===== config.mk =====
export PLATFORM = sky130hd
export DESIGN_NAME = tsc_job_fifo
export DESIGN_NICKNAME = d
export VERILOG_FILES = /design/src/rtl/core/thumbstick_turn_conditioner_macros.svh /design/src/rtl/core/tsc_pkg.sv /design/src/rtl/core/tsc_job_fifo.sv
export SDC_FILE = /design/constraint.sdc
export NUM_CORES = 1
export LEC_CHECK = 0
export ABC_AREA = 1
export BUFFER_PORTS_ARGS = -buffer_cell sky130_fd_sc_hd__buf_2
export CORE_MARGIN = 10
export CORE_UTILIZATION = 40
export CTS_CLUSTER_SIZE = 10
export DETAILED_ROUTE_END_ITERATION = 8
export PLACE_DENSITY = 0.75
export SLEW_MARGIN = 20
export SYNTH_ARGS = -nofsm -noshare
export SYNTH_HDL_FRONTEND = slang
export SYNTH_SLANG_ARGS = --single-unit

===== constraint.sdc =====
create_clock -name clk_i -period 5.9 [get_ports clk_i]
set_input_delay 1.18 -clock clk_i [delete_from_list [all_inputs] [get_ports clk_i]]
set_output_delay 1.18 -clock clk_i [all_outputs]
set_load 0.03 [all_outputs]

===== src/rtl/core/thumbstick_turn_conditioner_macros.svh =====
// Assertion macros for the thumbstick turn conditioner.
// Used by modules that have clk_i and rst_ni in scope.
`ifndef THUMBSTICK_TURN_CONDITIONER_MACROS_SVH
`define THUMBSTICK_TURN_CONDITIONER_MACROS_SVH

// Property must hold at every clock edge outside reset
`define TSC_ASSERT(lbl, prop, msg) \
  lbl: assert property (@(posedge clk_i) disable iff (!rst_ni) prop) else $error(msg);

// Condition must never be seen outside reset
`define TSC_ASSERT_NEVER(lbl, cond, msg) \
  lbl: assert property (@(posedge clk_i) disable iff (!rst_ni) !(cond)) else $error(msg);

`endif


===== src/rtl/core/tsc_pkg.sv =====
// Shared types, constants and tables of the thumbstick turn conditioner.
// No dependencies; the front end, job queue, back end and top level import this package.
package tsc_pkg;

  // Queue between front and back
  localparam int unsigned JOB_DEPTH = 2;
  localparam int unsigned JOB_PTR_W = (JOB_DEPTH > 1) ? $clog2(JOB_DEPTH) : 1;
  localparam int unsigned JOB_CNT_W = $clog2(JOB_DEPTH + 1);

  // Iteration counts of the back-end sequencer
  localparam int unsigned DIV_STEPS   = 33;
  localparam int unsigned LOG_STEPS   = 16;
  localparam int unsigned EXP_STEPS   = 16;
  localparam int unsigned SCALE_STEPS = 4;

  // Turn scaling: Q16.8 rate, percent, ns and Q1.15 curve down to Q16.16
  localparam logic [43:0] TURN_DIV = 44'd12800000000000;
  localparam logic [8:0]  PCT_MIN  = 9'd1;
  localparam logic [8:0]  PCT_MAX  = 9'd500;

  // TURN_DIV = 2^18 * 5^11: shift out the power of two, then multiply the
  // 62-bit remainder by ceil(2^88 / 5^11) and keep bits 88 and up
  localparam int unsigned TURN_SHIFT = 18;
  localparam logic [25:0] TURN_ODD   = 26'(TURN_DIV >> TURN_SHIFT);
  localparam logic [62:0] TURN_RECIP =
    63'(((128'd1 << 88) + {102'd0, TURN_ODD} - 128'd1) / {102'd0, TURN_ODD});

  typedef enum logic [2:0] {
    CFG_DEADZONE   = 3'd0,
    CFG_CURVE_EXP  = 3'd1,
    CFG_TURN_RATE  = 3'd2,
    CFG_MAX_FRAME  = 3'd3,
    CFG_REARM      = 3'd4,
    CFG_FIRE       = 3'd5,
    CFG_SNAP_MIN   = 3'd6,
    CFG_SNAP_MAX   = 3'd7
  } cfg_idx_e;

  typedef struct packed {
    logic [15:0] deadzone;
    logic [15:0] curve_exponent;
    logic [23:0] turn_rate;
    logic [31:0] max_frame_ns;
    logic [15:0] rearm_level;
    logic [16:0] fire_level;
    logic [8:0]  snap_min_deg;
    logic [8:0]  snap_max_deg;
  } cfg_t;

  localparam cfg_t CFG_RESET = '{
    deadzone:       16'd6554,
    curve_exponent: 16'd256,
    turn_rate:      24'd46080,
    max_frame_ns:   32'd100000000,
    rearm_level:    16'd16384,
    fire_level:     17'd45875,
    snap_min_deg:   9'd15,
    snap_max_deg:   9'd90
  };

  typedef struct packed {
    logic               captured;
    logic               timing_gap;
    logic               smooth_done;
    logic               snap_done;
    logic [31:0]        frame_ns;
    logic signed [15:0] curve_out;
    logic signed [31:0] turn_degrees;
  } res_t;

  typedef enum logic {
    JOB_DIRECT = 1'b0,
    JOB_SMOOTH = 1'b1
  } job_kind_e;

  // Classified request handed from front to back
  typedef struct packed {
    job_kind_e   kind;
    res_t        res;
    logic [16:0] mag;
    logic        neg;
    logic [8:0]  pct;
  } job_t;

  // Table of 2^-(2^-(i+1)) in Q32, built by repeated floor square roots
  typedef logic [31:0] exp_tab_t [EXP_STEPS];

  function automatic logic [63:0] isqrt64(input logic [63:0] v);
    logic [63:0] res;
    logic [63:0] bw;
    logic [63:0] rem;
    res = '0;
    bw  = 64'h4000_0000_0000_0000;
    rem = v;
    for (int s = 0; s < 32; s++) begin
      if (rem >= res + bw) begin
        rem = rem - (res + bw);
        res = (res >> 1) + bw;
      end else begin
        res = res >> 1;
      end
      bw = bw >> 2;
    end
    return res;
  endfunction

  function automatic exp_tab_t build_exp_tab();
    exp_tab_t    t;
    logic [63:0] prev;
    prev = isqrt64(64'h8000_0000_0000_0000);
    t[0] = prev[31:0];
    for (int i = 1; i < EXP_STEPS; i++) begin
      prev = isqrt64({prev[31:0], 32'h0});
      t[i] = prev[31:0];
    end
    return t;
  endfunction

  localparam exp_tab_t EXP_TAB = build_exp_tab();

endpackage


===== src/rtl/core/tsc_job_fifo.sv =====
// Short job queue between the front end and the back end.
// Depends on tsc_pkg for the job type and depth.
module tsc_job_fifo (
  input  logic          clk_i,
  input  logic          rst_ni,
  input  logic          push_valid_i,
  output logic          push_ready_o,
  input  tsc_pkg::job_t push_data_i,
  output logic          pop_valid_o,
  input  logic          pop_ready_i,
  output tsc_pkg::job_t pop_data_o
);
  import tsc_pkg::*;

  job_t                 mem_q [JOB_DEPTH];
  logic [JOB_PTR_W-1:0] wr_q, rd_q;
  logic [JOB_CNT_W-1:0] cnt_q;
  logic                 push, pop;

  assign push_ready_o = (cnt_q != JOB_CNT_W'(JOB_DEPTH));
  assign pop_valid_o  = (cnt_q != '0);
  assign pop_data_o   = mem_q[rd_q];
  assign push         = push_valid_i & push_ready_o;
  assign pop          = pop_valid_o & pop_ready_i;

  // Storage
  always_ff @(posedge clk_i) begin
    if (push) begin
      mem_q[wr_q] <= push_data_i;
    end
  end

  // Pointers and fill count
  always_ff @(posedge clk_i or negedge rst_ni) begin
    if (!rst_ni) begin
      wr_q  <= '0;
      rd_q  <= '0;
      cnt_q <= '0;
    end else begin
      if (push) begin
        wr_q <= (wr_q == JOB_PTR_W'(JOB_DEPTH - 1)) ? '0 : wr_q + 1'b1;
      end
      if (pop) begin
        rd_q <= (rd_q == JOB_PTR_W'(JOB_DEPTH - 1)) ? '0 : rd_q + 1'b1;
      end
      if (push && !pop) begin
        cnt_q <= cnt_q + 1'b1;
      end else if (pop && !push) begin
        cnt_q <= cnt_q - 1'b1;
      end
    end
  end

endmodule


# Yosys cells after proc, flatten, opt, wreduce, memory -nomap -nowiden
# Memory sizes are Yosys's and may differ from the RTL's.
# Cells that the tools add are included.
word_totals:
  ram_bits: 224
  word_cells: 23
  reg_bits: 4
  out_inout_bits: 114
  mem_count: 1
  input_bits: 116
classes:
  muxes: 6
  n_addsub: 4
  eq_ne: 1
  bitwise_logic: 2
  n_reduce_logical: 6
memory_table:
  columns: ["name", "words", "width", "rd", "rd_ports_with_merged_regs", "write_ports", "line", "rtl"]
  rows:
  - ["mem_q", 2, 112, 1, 0, 1, "tsc_job_fifo.sv:15", "job_t mem_q [JOB_DEPTH];"]
ops:
  columns: ["op", "count"]
  rows:
  - ["1-bit two-way mux", 4]
  - ["2-bit two-way mux", 2]
  - ["2-bit nonzero test", 2]
  - ["1-bit adder (second input constant)", 2]
  - ["2-bit by 1-bit adder with 2-bit output (second input constant)", 1]
  - ["1-bit AND", 2]
  - ["1-bit logical AND", 2]
  - ["1-bit logical NOT", 2]
  - ["2-bit != test (second input constant)", 1]
  - ["2-bit by 1-bit subtractor with 2-bit output (second input constant)", 1]

# Depth between registers and ports, before layout
depth:
  word_depth: 6
  depth_mapped: 10
  mapped_depth_nobuf: 10

# Least setup slack after synthesis
# OpenSTA, ideal clock, no wires.
synth_path:
  path_kind: "input -> register"
  from: "input push_valid_i"
  to: "memory mem_q[0][0] in the netlist's numbering, enable pin"
  stages: 2
  n_path_buf: 0
  setup_time_ns: 0.585
  required_ns: 5.315
  slack_ns: -0.645
  arrival_ns: 5.961
  cell_sequence: "nand2_1 nor2_1"
synth_via:
  elab_chain_len: 3
synth_rtl:
  columns: ["item", "line", "rtl"]
  rows:
  - ["start: declaration", "tsc_job_fifo.sv:6", "input logic push_valid_i,"]
  - ["1-bit AND", "tsc_job_fifo.sv:23", "assign push = push_valid_i & push_ready_o;"]
  - ["1-bit two-way mux", "tsc_job_fifo.sv:28", "if (push) begin"]
  - ["1-bit two-way mux (not written as such)", "tsc_job_fifo.sv:29", "mem_q[wr_q] <= push_data_i;"]
  - ["end: declaration", "tsc_job_fifo.sv:15", null]
# No other way between the ends.

==> summary.md <==
| Metric | Value |
|---|---|
| Run status | `completed` |
| Final Hold Fails | `0` |
| Worst IR drop on VDD | `about 0.31 mV` |
| Vias per inst | `roughly 4.5` |
| Later-pin clock latency in the skew report | `0.52 ns` |
| Crit. End Element | `output pin` |
| Static leakage | `approximately 4.5 nW` |
| Final setup fails | `0` |
| DRC | `0` |
| Routed wire length | `~19000 um` |
| TritonCTS buffer count | `27` |
| # clock sinks | `228` |
| Setup CP Type | `reg -> out` |
| Pwr Total | `between 6 and 7 mW` |
| Top cell type's share of synthesized area | `80.1%` |
| Max_cap viols | `0` |
| Mapped cell area | `8390 sq um` |
| Async S/R FF share, synth | `between 1.5 and 2%` |
| Vias in the first global route | `5433` |
| Post-synthesis sequential area ratio | `81.3%` |
| Fillers | `between 1.5k and 2k` |
| Clk buf depth | `3` |
| Layer with the highest usage | `met2` |
| Final hold slack | `approximately 0.46 ns` |
| Startpoint types | `flip-flop` |
| Setup TNS | `0 ns` |
| Post-synth EDFFs | `224` |
| Postcts setup bufs | `0` |
| Initial antenna violation count | `4` |
| M3 GR Usage | `around 3.7%` |
| Final Max Tran Viols | `0` |
| Final Util | `~51%` |
| Min-delay worst type | `in -> async` |
| First-pass DRT Iterations | `6` |
| Worst path buffer plus inverter count | `3` |
| Critical Path RT | `about 4.7 ns` |
| Placement Setup Slack | `around 2.4 ns` |
| Final setup margin | `~1.9 ns` |
| Warnings, synthesis | `0` |
| Layout Nets | `970` |
| Final GP Congestion | `between 0.7 and 0.8` |
| Core box area | `around 20000 sq um` |
| Synth top area cells | `edfxtp_1, nand2_1, buf_6, dfrtp_1, buf_2` |
| Vias | `about 5.2k` |
| Boundary Pins | `230` |
| Syn Area/Cell | `13.7 sq um` |
| Final Cycle Share | `68.2%` |
| Cell taking the most area after synthesis | `edfxtp_1` |
| Worst r2r src | `cnt_q[0]` |
| Period minus WS final | `~4 ns` |
| IO Port Bufs | `between 200 and 250` |
| Die height | `165 um` |
| Largest net degree at the start of global routing | `a little over 70` |
| DP Wirelength | `12800 um` |
| DRT antenna net count | `0` |
| Met1 GRT Util | `roughly 16%` |
| Synth Instances | `between 600 and 700` |
| Top cells by count, synth | `nand2_1, edfxtp_1, buf_2` |
| Clk_skew | `0.0280 ns` |
| RSZ-0062 raised after global routing | `false` |
| CTS tree | `yes` |
| Initial Util | `about 41%` |
| Cts repair resizes | `0` |
| Drt wl/cell | `between 15 and 20 um` |
| Clk pin slew, worst setup/hold paths | `0.06 ns` |
| Highest clock rate | `between 200 and 250 MHz` |
| Worst slew pin tran | `0.841 ns` |
| Layout cells sized above 1 | `around 31%` |
| Die Wd | `between 150 and 200 um` |
| Layout area overhead | `25.3%` |
| CP delay by family, top | `buffers and inverters` |
| DIE AREA | `around 27000 sq um` |
| Overall global routing resource usage | `between 10% and 20%` |
| First-pass GRT wire length | `roughly 29000 um` |
| CTS root buf | `clkbuf_16` |
| Worst Setup SP | `rd_q` |
| Number of DRC markers in iteration 0 | `between 200 and 300` |
| Synthesized Nets | `~730` |
| Top-count cell post-synth | `nand2_1` |
| Slew headroom | `between 40% and 50%` |
| Crit Path Max Fanout | `70` |
| Slowest CP cell | `dfrtp_4` |
| PD cells | `around 570 nW/um^2` |
| Worst EP arrival | `about 2.8 ns` |
| Htree depth | `1` |
| GR Overflow Total | `0` |
| Cell Chain, Critical Path | `inv_4 -> buf_4 -> nand2_1 -> nand2_1 -> buf_2` |
| CP most frequent cell | `nand2_1` |
| Synth Register Bits | `about 230` |
| Library cells used by synthesis | `14` |
| Crit path largest cell delay | `0.68 ns` |
| Hold_buf cts | `0` |
| Main synth FF type | `edfxtp_1` |
| Num rows | `52` |
| Met2 GRT Util | `a little under a quarter` |
sequential cells by signal, summed over array words and instances, names as in the netlist:
| signal | cells |
|---|---|
| mem_q | 224 |
| cnt_q | 2 |
| rd_q | 1 |
| wr_q | 1 |
cells in the final DEF (no fill, tap or decap):
master / count
inv_6: 2
xnor2_1: 1
dfrtp_1: 3
inv_1: 6
ha_1: 1
diode_2: 3
clkbuf_16: 27
buf_2: 229
clkbuf_8: 1
nand2_1: 346
nand3_1: 2
nor2_4: 2
xor2_1: 1
dfrtp_4: 1
edfxtp_1: 224
buf_4: 6
clkbuf_1: 13
nand4_1: 1
inv_4: 1
stage by stage:
step | area, sq um | cells
2_1_floorplan | 8390 | 614
3_3_place_gp | 9760 | 1094
3_5_place_dp | 9760 | 1094
4_1_cts | 10500 | 1137
5_1_grt | 10500 | 1138
6_report | 10500 | 1140
logic make-up (layout without fill, tap and decap cells):
logic type                 after synthesis  count (layout)  synth area share (%)
and+or+nand+nor                        351             351                  15.8
DFF                                    228             228                  81.3
buffers and inverters                   32             285                  2.56
xor gates and xnor gates                 2               2                 0.209
adders and majority gates                1               1                 0.149
other                                    0               3                     0
routing by layer:
layer | vias to the layer above | part of all wire [%]
met3 | 38 | 7.9
met4 | 2 | 2.9
met2 | 191 | 49
li1 | 2552 | -
met1 | 2403 | 40
met5 | - | 0.063
worst paths after layout:
| kind | end | cells after the start | slack [ns] |
|---|---|---|---|
| setup reg to reg | mem_q[0][73] | 5 | 3.71 |
| min in group clk_i | cnt_q[0] | 1 | 0.51 |
| hold reg to reg | cnt_q[0] | 1 | 0.51 |
| max in group asynchronous | rd_q | 1 | 5.30 |
| setup / recovery | pop_data_o[108] | 5 | 1.88 |
| hold / removal | wr_q | 1 | 0.46 |
power breakdown:
part	total, mW	internal (mW)	switching [mW]	leakage [nW]
sequential	2.35	2.22	0.133	2.13
combinational	2.24	0.518	1.72	2.02
clock	1.42	0.851	0.573	0.364
total	6.02	3.59	2.43	4.52
final cells by class:
type	instances	area [sq um]	area share, %
flip-flops and latches	228	6830	64.9
multi-input cells	354	1370	13.0
repair buffers	235	1190	11.3
clock buffers	41	738	7.02
well taps	270	338	3.21
inverters	7	28.8	0.274
clock inverters	2	17.5	0.167
diodes	3	7.51	0.0714
No activity file was read; power rests on OpenSTA's default activity.
